--- config.mk ---
export PLATFORM = sky130hd
export DESIGN_NAME = interleaved_vlc_decoder
export DESIGN_NICKNAME = d
export VERILOG_FILES = /design/src/rtl/core/ivlcd_pkg.sv /design/src/rtl/core/interleaved_vlc_decoder.sv /design/src/rtl/core/ivlcd_lookup.sv /design/src/rtl/core/ivlcd_scan.sv /design/src/rtl/core/ivlcd_assemble.sv
export SDC_FILE = /design/constraint.sdc
export NUM_CORES = 1
export LEC_CHECK = 0
export BUFFER_PORTS_ARGS = -buffer_cell sky130_fd_sc_hd__buf_2
export CAP_MARGIN = 20
export CORE_MARGIN = 4
export CORE_UTILIZATION = 53
export CTS_BUF_LIST = sky130_fd_sc_hd__clkbuf_8 sky130_fd_sc_hd__clkbuf_16
export DETAILED_ROUTE_END_ITERATION = 16
export GPL_TIMING_DRIVEN = 1
export HOLD_SLACK_MARGIN = 0.1
export PLACE_DENSITY_LB_ADDON = 0.3
export SLEW_MARGIN = 5
export SYNTH_ARGS = -nofsm -noshare
export SYNTH_HDL_FRONTEND = slang
export SYNTH_HIERARCHICAL = 1
export SYNTH_SLANG_ARGS = --single-unit
export TNS_END_PERCENT = 1
--- constraint.sdc ---
create_clock -name clk -period 7.4 [get_ports clk]
set_clock_uncertainty 0.05 [all_clocks]
set_input_delay 1.11 -clock clk [delete_from_list [all_inputs] [get_ports clk]]
set_output_delay 1.11 -clock clk [all_outputs]
set_load 0.05 [all_outputs]
--- src/rtl/core/ivlcd_pkg.sv ---
// ============================================================================
// ivlcd_pkg - shared types and table for the interleaved VLC decoder
// Holds the codeword table lookup and the records passed between the
// pipeline stages.
// ============================================================================
`default_nettype none

package ivlcd_pkg;

    localparam int SEG_BITS = 8;

    localparam logic [3:0] LEN_CONTINUE = 4'd8;
    localparam logic [3:0] LEN_NONE     = 4'd0;

    typedef struct packed {
        logic       valid;
        logic       prior_ovf;
        logic [6:0] avail;
    } ivlcd_s1_t;

    typedef struct packed {
        logic       valid;
        logic       ovf;
        logic [6:0] total;
        logic [3:0] full_count;
        logic       take_odd;
        logic [3:0] odd_len;
        logic [3:0] odd_bits;
    } ivlcd_s2_t;

    // The table is regular enough to be decoded from the index bits: a set top
    // bit gives a one-bit codeword, then three-, five-, seven- and eight-bit
    // segments follow the usual interleaved prefix pattern.
    function automatic logic [7:0] vlc_entry(input logic [7:0] idx);
        logic [7:0] e;
        if (idx[7])
        begin
            e = 8'h10;
        end
        else if (idx[5])
        begin
            e = {7'b0011000, idx[6]};
        end
        else if (idx[3])
        begin
            e = {6'b010100, idx[6], idx[4]};
        end
        else if (idx[1])
        begin
            e = {5'b01110, idx[6], idx[4], idx[2]};
        end
        else
        begin
            e = {4'b1000, idx[6], idx[4], idx[2], idx[0]};
        end
        return e;
    endfunction

endpackage

`default_nettype wire

--- src/rtl/core/interleaved_vlc_decoder.sv ---
// ============================================================================
// interleaved_vlc_decoder - interleaved VLC header codeword decoder
// Decodes one codeword from an MSB-first bit window in a three-stage
// pipeline: table lookup, segment scan and value assembly.
//
//   Channel   Direction  Handshake      Fields
//   request   in         start / busy   bit_window, valid_bits, prior_overrun
//   result    out        done           code_value, code_length, overrun
//
// A request is taken in every cycle; busy is always low.
// The result appears on done once its request has passed the three register
// stages in order: lookup, scan, assembly.
// Reset clears the stage records and done, not the data registers; no request is in flight after it.
// The receiver cannot stall, so the pipeline never holds.
// ============================================================================
`default_nettype none

module interleaved_vlc_decoder
    import ivlcd_pkg::*;
#(
    parameter int WINDOW_BITS = 64
)
(
    input  wire logic                   clk,
    input  wire logic                   rst_n,
    input  wire logic                   start,
    output      logic                   busy,
    input  wire logic [WINDOW_BITS-1:0] bit_window,
    input  wire logic [6:0]             valid_bits,
    input  wire logic                   prior_overrun,
    output      logic                   done,
    output      logic [31:0]            code_value,
    output      logic [6:0]             code_length,
    output      logic                   overrun
);

    localparam int SEGS = WINDOW_BITS / SEG_BITS;

    ivlcd_s1_t  s1;
    ivlcd_s2_t  s2;
    logic [7:0] entry [SEGS];
    logic [3:0] nib   [SEGS];

    assign busy = 1'b0;

    ivlcd_lookup #(
        .WINDOW_BITS (WINDOW_BITS),
        .SEGS        (SEGS)
    ) u_lookup (
        .clk           (clk),
        .rst_n         (rst_n),
        .start         (start),
        .bit_window    (bit_window),
        .valid_bits    (valid_bits),
        .prior_overrun (prior_overrun),
        .s1            (s1),
        .entry         (entry)
    );

    ivlcd_scan #(
        .SEGS (SEGS)
    ) u_scan (
        .clk   (clk),
        .rst_n (rst_n),
        .s1    (s1),
        .entry (entry),
        .s2    (s2),
        .nib   (nib)
    );

    ivlcd_assemble #(
        .SEGS (SEGS)
    ) u_assemble (
        .clk         (clk),
        .rst_n       (rst_n),
        .s2          (s2),
        .nib         (nib),
        .done        (done),
        .code_value  (code_value),
        .code_length (code_length),
        .overrun     (overrun)
    );

`ifndef NO_ASSERTIONS
    a_done_follows_request: assert property (@(posedge clk) disable iff (!rst_n)
        done |-> $past(start, 3))
        else $error("Result strobe without a request three cycles earlier.");

    a_clean_end_is_odd: assert property (@(posedge clk) disable iff (!rst_n)
        (done && !overrun) |-> code_length[0])
        else $error("Codeword ended without overrun on an even length.");

    a_prior_overrun_empty: assert property (@(posedge clk) disable iff (!rst_n)
        (done && $past(prior_overrun, 3)) |->
            (overrun && (code_length == 7'd0) && (code_value == 32'd0)))
        else $error("Prior overrun did not give an empty result.");
`endif

endmodule

`default_nettype wire

--- src/rtl/core/ivlcd_lookup.sv ---
// ============================================================================
// ivlcd_lookup - table lookup stage
// Looks up every byte of the window in the codeword table and clamps the
// count of valid bits.
// ============================================================================
`default_nettype none

module ivlcd_lookup
    import ivlcd_pkg::*;
#(
    parameter int WINDOW_BITS = 64,
    parameter int SEGS        = 8
)
(
    input  wire logic                   clk,
    input  wire logic                   rst_n,
    input  wire logic                   start,
    input  wire logic [WINDOW_BITS-1:0] bit_window,
    input  wire logic [6:0]             valid_bits,
    input  wire logic                   prior_overrun,
    output      ivlcd_s1_t              s1,
    output      logic [7:0]             entry [SEGS]
);

    ivlcd_s1_t  s1_reg;
    ivlcd_s1_t  s1_next;
    logic [7:0] entry_reg  [SEGS];
    logic [7:0] entry_next [SEGS];

    always_comb
    begin
        s1_next.valid     = start;
        s1_next.prior_ovf = prior_overrun;
        s1_next.avail     = (valid_bits > 7'(WINDOW_BITS)) ? 7'(WINDOW_BITS) : valid_bits;
        for (int i = 0; i < SEGS; i++)
        begin
            entry_next[i] = vlc_entry(bit_window[WINDOW_BITS-1-SEG_BITS*i -: SEG_BITS]);
        end
    end

    always_ff @(posedge clk or negedge rst_n)
    begin
        if (!rst_n)
        begin
            s1_reg <= '0;
        end
        else
        begin
            s1_reg <= s1_next;
        end
    end

    always_ff @(posedge clk)
    begin
        entry_reg <= entry_next;
    end

    assign s1    = s1_reg;
    assign entry = entry_reg;

endmodule

`default_nettype wire

--- src/rtl/core/ivlcd_scan.sv ---
// ============================================================================
// ivlcd_scan - segment scan stage
// Walks the looked-up segments in stream order and finds where the codeword
// ends, or where the window runs out.
// ============================================================================
`default_nettype none

module ivlcd_scan
    import ivlcd_pkg::*;
#(
    parameter int SEGS = 8
)
(
    input  wire logic       clk,
    input  wire logic       rst_n,
    input  wire ivlcd_s1_t  s1,
    input  wire logic [7:0] entry [SEGS],
    output      ivlcd_s2_t  s2,
    output      logic [3:0] nib [SEGS]
);

    ivlcd_s2_t  s2_reg;
    ivlcd_s2_t  s2_next;
    logic [3:0] nib_reg  [SEGS];
    logic [3:0] nib_next [SEGS];
    logic       stop;

    always_comb
    begin
        stop               = s1.prior_ovf;
        s2_next.valid      = s1.valid;
        s2_next.ovf        = s1.prior_ovf;
        s2_next.total      = 7'd0;
        s2_next.full_count = 4'd0;
        s2_next.take_odd   = 1'b0;
        s2_next.odd_len    = 4'd0;
        s2_next.odd_bits   = 4'd0;
        for (int i = 0; i < SEGS; i++)
        begin
            nib_next[i] = entry[i][3:0];
            if (!stop)
            begin
                if (s1.avail < 7'(SEG_BITS * (i + 1)))
                begin
                    s2_next.ovf = 1'b1;
                    stop        = 1'b1;
                end
                else if (entry[i][7:4] == LEN_CONTINUE)
                begin
                    s2_next.full_count = s2_next.full_count + 4'd1;
                    s2_next.total      = s2_next.total + 7'(SEG_BITS);
                end
                else
                begin
                    stop = 1'b1;
                    if (entry[i][7:4] != LEN_NONE)
                    begin
                        s2_next.take_odd = 1'b1;
                        s2_next.odd_len  = entry[i][7:4];
                        s2_next.odd_bits = entry[i][3:0];
                        s2_next.total    = s2_next.total + {3'b000, entry[i][7:4]};
                    end
                end
            end
        end
        // Every segment was a continuation, so the next peek lies past the window.
        if (!stop)
        begin
            s2_next.ovf = 1'b1;
        end
    end

    always_ff @(posedge clk or negedge rst_n)
    begin
        if (!rst_n)
        begin
            s2_reg <= '0;
        end
        else
        begin
            s2_reg <= s2_next;
        end
    end

    always_ff @(posedge clk)
    begin
        nib_reg <= nib_next;
    end

    assign s2  = s2_reg;
    assign nib = nib_reg;

endmodule

`default_nettype wire

--- src/rtl/core/ivlcd_assemble.sv ---
// ============================================================================
// ivlcd_assemble - value assembly stage
// Packs the value bits of the taken segments into the 32-bit result and
// registers the result with its strobe.
// ============================================================================
`default_nettype none

module ivlcd_assemble
    import ivlcd_pkg::*;
#(
    parameter int SEGS = 8
)
(
    input  wire logic        clk,
    input  wire logic        rst_n,
    input  wire ivlcd_s2_t   s2,
    input  wire logic [3:0]  nib [SEGS],
    output      logic        done,
    output      logic [31:0] code_value,
    output      logic [6:0]  code_length,
    output      logic        overrun
);

    logic        done_reg;
    logic [31:0] value_reg;
    logic [31:0] value_next;
    logic [6:0]  length_reg;
    logic        overrun_reg;
    logic [31:0] v;

    always_comb
    begin
        v = 32'd0;
        for (int i = 0; i < SEGS; i++)
        begin
            if (4'(i) < s2.full_count)
            begin
                v = {v[23:0], 4'h0, nib[i]};
            end
        end
        value_next = v;
        if (s2.take_odd)
        begin
            case (s2.odd_len)
                4'd1:    value_next = {v[30:0], 1'b0} | {28'd0, s2.odd_bits};
                4'd3:    value_next = {v[28:0], 3'b0} | {28'd0, s2.odd_bits};
                4'd5:    value_next = {v[26:0], 5'b0} | {28'd0, s2.odd_bits};
                4'd7:    value_next = {v[24:0], 7'b0} | {28'd0, s2.odd_bits};
                default: value_next = v;
            endcase
        end
    end

    always_ff @(posedge clk or negedge rst_n)
    begin
        if (!rst_n)
        begin
            done_reg <= 1'b0;
        end
        else
        begin
            done_reg <= s2.valid;
        end
    end

    always_ff @(posedge clk)
    begin
        value_reg   <= value_next;
        length_reg  <= s2.total;
        overrun_reg <= s2.ovf;
    end

    assign done        = done_reg;
    assign code_value  = value_reg;
    assign code_length = length_reg;
    assign overrun     = overrun_reg;

endmodule

`default_nettype wire

==> results of run 1 <==
==> timing repair <==
| item | CTS | global route |
|---|---|---|
| endpoints found under the setup margin | 1 | 4 |
| resized for setup | 0 | 31 |
| pin swaps | 1 | 11 |
| setup buffers | 0 | 3 |
==> report_power, final <==
part           leakage (nW)  switching [mW]  internal, mW
logic                  2.97           0.128        0.0876
clock network         0.282           0.370         0.496
registers              1.49          0.0277         0.926
==> through the flow <==
stage | area [um^2] | cells | hold WS (ps) | worst slack, ps
after detailed placement | 10100 | 1346 | 278 | 35.4
final | 10800 | 1381 | 292 | 400
after global routing | 10800 | 1381 | 301 | -109
after CTS | 10700 | 1378 | 294 | 3.83
after floorplan | 9330 | 1035 | 274 | 72.8
after global placement | 10100 | 1346 | 278 | 111
==> area by class of cell <==
class / instances / area (um^2) / area share (%)
clock buffers: 20 / 467 / 4.31
clock inverters: 12 / 120 / 1.11
inverters: 55 / 206 / 1.91
multi-input cells: 764 / 5530 / 51.1
flip-flops and latches: 165 / 3450 / 31.9
well taps: 225 / 282 / 2.60
repair buffers: 140 / 771 / 7.12
==> worst max-delay path: cells and delay by family, from the launching register on <==
family	cells	cell delay [ps]
fa+ha+maj	7	1890
xor+xnor	5	800
flops	1	410
compound gates	8	1190
buf+inv	5	440
simple gates	14	2090
==> per-layer routing <==
| metal | up-vias | routed length (um) |
|---|---|---|
| li1 | 3962 | - |
| met1 | 3836 | 10300 |
| met2 | 245 | 12100 |
| met3 | 44 | 1060 |
| met4 | 0 | 492 |
| met5 | - | 0 |
==> layout by cell type (no fill, tap or decap), types with 12 or more instances in the layout <==
| cell type | n |
|---|---|
| a21o_1 | 21 |
| a21oi_1 | 52 |
| a221oi_1 | 18 |
| a22oi_1 | 22 |
| a31oi_1 | 12 |
| and2_1 | 19 |
| buf_2 | 112 |
| buf_4 | 28 |
| clkbuf_16 | 17 |
| dfrtp_1 | 29 |
| dfxtp_1 | 136 |
| ha_1 | 40 |
| inv_1 | 52 |
| mux2_2 | 18 |
| mux2i_1 | 32 |
| nand2_1 | 74 |
| nand2b_1 | 31 |
| nand3_1 | 18 |
| nor2_1 | 81 |
| nor2b_1 | 34 |
| nor3_1 | 34 |
| o21ai_0 | 35 |
| or3_1 | 15 |
| xnor2_1 | 23 |
==> how the worst max path moves through the flow <==
stage / startpoint / to / slack (ps) / cells past startpoint
2_1_floorplan: u_lookup/s1[5] / u_scan/s2[19] / 70 / 38
5_1_grt: u_lookup/s1[3] / u_scan/s2[19] / -110 / 39
6_report: u_lookup/s1[3] / u_scan/s2[19] / 400 / 39
4_1_cts: u_lookup/s1[5] / u_scan/s2[19] / 4 / 39
3_5_place_dp: u_lookup/s1[5] / u_scan/s2[19] / 40 / 39
3_3_place_gp: u_lookup/s1[5] / u_scan/s2[19] / 110 / 39
==> impl_metrics.csv, run 1 <==
group,metric,value,unit
status,status,"complete, no violations",
worst_hold_path,min_delay_path_depth,0,
grt,use_met1,30.6,%
routing,wl_per_cell,17.3,um
routing,wl,23900,um
critical_path,crit_fanout,3,
placed_design,port_buffers,112,
worst_hold_path,hp-start,"u_scan/s2[17]",
grt,grt_start_max_net_pins,39,
clock_tree,postCtsHoldBufs,0,
routing,post_drt_via_cell_ratio,5.86,
grt,grt_antenna_before_repair,0,
routing,drt_pass1_iterations,5,
critical_path,end_kind,"flop",
grt,grt-busiest-layer,"met2",
routing,drt_iter0_drc,694,
floorplanning,die_w,141,um
finish,synthToLayoutAreaGrowth,16.1,%
timing,tns,0,ps
worst_hold_path,whs_endpoint,"u_assemble/code_length[4]",
grt,grt_pass1_vias,7709,
clock_tree,htree_levels,4,
critical_path,rr_startpoint,"u_lookup/s1[3]",
timing,slew_headroom,28.7,%
finish,fill_cells,1490,
placed_design,place_hpwl,17800,um
floorplanning,fp-row-count,48,
timing,drv_slew,0,
timing,max_freq,0.143,GHz
clock_tree,clockRootBuffer,"clkbuf_16",
finish,layout-drive-gt1-share,21.3,%
critical_path,critPathKind,"flop to flop",
floorplanning,fp.coreArea,0.0173,mm^2
grt,met3_usage,3.70,%
grt,grtUsageMet2,41.8,%
critical_path,worstPathRequired,7650,ps
power,leakagePower,4.74,nW
clock_tree,cts_buffer_depth,2,
floorplanning,dieArea,0.0198,mm^2
critical_path,slowest_delay,410,ps
timing,min_period,7000,ps
routing,antenna_left,0,
routing,drc,0,
grt,grtUsageTotal,24.1,%
critical_path,r2r_setup_slack,400,ps
clock_tree,clkTransAtPathRegs,70,ps
finish,num_antenna_cells,0,
floorplanning,start_util,53.9,%
clock_tree,cts_buffers,17,
power,peakVddDrop,175,uV
timing,hold_violations,0,
yosys,syn_avg_cell_area,9.01,um^2
yosys,synth_nets,1158,
yosys,synth.yosys.warnings,6,
placed_design,gp_congestion,0.929,
critical_path,r2r_end,"u_scan/s2[19]",
critical_path,cpMaxStageDelayCell,"dfrtp_1",
yosys,syn_inst,1035,
critical_path,worstSetupStartpointType,"flop",
timing,fin_crit_sh,94.6,%
timing,tightestPinTransition,1070,ps
timing,finalSetupViolations,0,
routing,vias,8087,
grt,globalRouteOverflowTotal,0,
finish,nets,1266,
clock_tree,clock_sinks,165,
floorplanning,num_io_pins,117,
yosys,netlist_area,0.00933,mm^2
finish,post-route-util,62.6,%
critical_path,critPathArrivalTime,7250,ps
grt,grt_pass1_wl,38800,um
timing,rsz0062_at_grt,"true",
power,p_per_area,188,mW/mm^2
power,p_total,2.03,mW
worst_hold_path,hold_class,"flop to flop",
clock_tree,insertion_delay,420,ps
critical_path,rr_worst_depth,39,
finish,largest_reg_flops,64,
floorplanning,fp.dieH,141,um
critical_path,cpMostUsedCell,"ha_1",
run,maxCapViolCount,0,
clock_tree,cts_tree,"done",
No activity file was read; power rests on OpenSTA's default activity.
==> run 2, diff against run 1 <==
--- a/config.mk
+++ b/config.mk
@@ -5,10 +5,11 @@
 export SDC_FILE = /design/constraint.sdc
 export NUM_CORES = 1
 export LEC_CHECK = 0
+export ABC_AREA = 1
 export BUFFER_PORTS_ARGS = -buffer_cell sky130_fd_sc_hd__buf_2
 export CAP_MARGIN = 20
 export CORE_MARGIN = 4
-export CORE_UTILIZATION = 53
+export CORE_UTILIZATION = 50
 export CTS_BUF_LIST = sky130_fd_sc_hd__clkbuf_8 sky130_fd_sc_hd__clkbuf_16
 export DETAILED_ROUTE_END_ITERATION = 16
 export GPL_TIMING_DRIVEN = 1
==> run 2 against run 1 <==
  * Total power grew 1.0%
  * Critical path depth grew 20
  * Routed wire length grew 10%
  * Area after synthesis grew 6.1%
  * Die area grew 12%
  * Critical path type unchanged
  * Critical endpoint unchanged
  * Largest cell class unchanged
==> impl_metrics.csv, run 2 <==
group,metric,value,unit
status,status,"complete, no violations",
routing,wl,26300,um
grt,grt_pass1_vias,9142,
yosys,synth.yosys.warnings,6,
routing,drt_pass1_iterations,6,
finish,nets,1698,
clock_tree,clockRootBuffer,"clkbuf_16",
clock_tree,cts_buffers,17,
finish,num_antenna_cells,0,
floorplanning,die_w,149,um
clock_tree,insertion_delay,430,ps
critical_path,r2r_setup_slack,330,ps
routing,wl_per_cell,14.2,um
yosys,syn_avg_cell_area,6.88,um^2
clock_tree,htree_levels,4,
grt,globalRouteOverflowTotal,0,
worst_hold_path,min_delay_path_depth,0,
finish,layout_commonest_cell,"nand2_1",
finish,instances_no_fill,1853,
timing,tightestPinTransition,1070,ps
critical_path,path_depth,59,
critical_path,rr_worst_depth,59,
grt,grt_start_max_net_pins,30,
worst_hold_path,whs_endpoint,"u_assemble/code_length[1]",
power,leakagePower,5.99,nW
timing,tns,0,ps
placed_design,placed_area,0.0108,mm^2
clock_tree,clock_sinks,165,
worst_hold_path,hold_class,"flop to flop",
power,p_total,2.06,mW
grt,grt_antenna_before_repair,0,
timing,drv_slew,0,
clock_tree,cts_tree,"done",
clock_tree,postCtsHoldBufs,0,
critical_path,crit_buf_inv,11,
critical_path,critPathArrivalTime,7360,ps
routing,vias,9719,
grt,use_met1,31.1,%
routing,drt_iter0_drc,781,
yosys,syn_inst,1438,
grt,grt_pass1_wl,42800,um
critical_path,cpMaxStageDelayCell,"dfrtp_1",
power,peakVddDrop,147,uV
routing,post_drt_via_cell_ratio,5.25,
critical_path,crit_fanout,6,
run,maxCapViolCount,0,
yosys,synth_nets,1561,
finish,final_cell_mix,"393 x nand2_1, 193 x inv_1, 136 x dfxtp_1",
critical_path,worstSetupStartpointType,"flop",
critical_path,slowest_delay,410,ps
floorplanning,start_util,50.9,%
critical_path,critPathKind,"flop to flop",
grt,grt-busiest-layer,"met2",
grt,met3_usage,4.33,%
finish,design_area,0.0117,mm^2
clock_tree,cts_buffer_depth,2,
critical_path,rr_startpoint,"u_lookup/s1[3]",
critical_path,r2r_end,"u_scan/s2[19]",
timing,max_freq,0.141,GHz
timing,min_period,7070,ps
floorplanning,dieArea,0.0221,mm^2
floorplanning,fp-row-count,51,
timing,finalSetupViolations,0,
yosys,netlist_area,0.00990,mm^2
finish,synthToLayoutAreaGrowth,18.5,%
timing,fin_crit_sh,95.5,%
finish,layout-drive-gt1-share,20.4,%
floorplanning,fp.coreArea,0.0195,mm^2
placed_design,gp_congestion,0.956,
routing,drc,0,
placed_design,place_hpwl,20200,um
placed_design,port_buffers,115,
placed_design,dp.cells,1808,
floorplanning,fp.dieH,149,um
critical_path,cpMostUsedCell,"nand2_1",
timing,slew_headroom,28.2,%
timing,hold_violations,0,
grt,grtUsageMet2,39.1,%
worst_hold_path,hp-start,"u_scan/s2[14]",
grt,grtUsageTotal,23.8,%
clock_tree,clkTransAtPathRegs,80,ps
finish,fill_cells,1776,
power,p_per_area,175,mW/mm^2
finish,largest_reg_flops,64,
critical_path,end_kind,"flop",
routing,antenna_left,0,
timing,holdWs,294,ps
floorplanning,num_io_pins,117,
critical_path,worstPathRequired,7690,ps
critical_path,cpLargestDelayFamily,"simple AND/OR/NAND/NOR gates",
[run 2: metal layers]
layer	wire [um]	up-vias
met5	0	-
met3	1440	62
met4	780	0
met2	12400	327
li1	-	4909
met1	11700	4421
[run 2: area by class of cell]
type | instances | area [um^2] | area share, %
inverters | 224 | 842 | 7.18
flip-flops and latches | 165 | 3450 | 29.4
repair buffers | 140 | 763 | 6.51
well taps | 265 | 332 | 2.83
multi-input cells | 1027 | 5730 | 48.9
clock inverters | 15 | 188 | 1.60
clock buffers | 17 | 425 | 3.63
[run 2: power breakdown]
group | internal, mW | switching, mW
Clock | 0.484 | 0.415
Combinational | 0.0751 | 0.137
Sequential | 0.923 | 0.0222
[run 2: timing repair]
action,CTS,global route
pin swaps,1,29
gates resized for setup,4,51
setup buffers,1,11
setup endpoints to repair,3,4
[run 2: worst max path at each step]
stage | from | end | slack, ps
6_report | u_lookup/s1[3] | u_scan/s2[19] | 330
2_1_floorplan | u_lookup/s1[6] | u_scan/s2[19] | 9
4_1_cts | u_lookup/s1[4] | u_scan/s2[19] | 3
3_5_place_dp | u_lookup/s1[4] | u_scan/s2[19] | -210
5_1_grt | u_lookup/s1[3] | u_scan/s2[19] | -150
3_3_place_gp | u_lookup/s1[4] | u_scan/s2[19] | 50
[run 2: metrics by stage]
stage	utilization, %	setup slack (ps)
finish	60.3	330
global placement	55.4	54.8
floorplan	-	8.59
global route	60.3	-146
detailed placement	55.4	-212
CTS	58.7	3.17
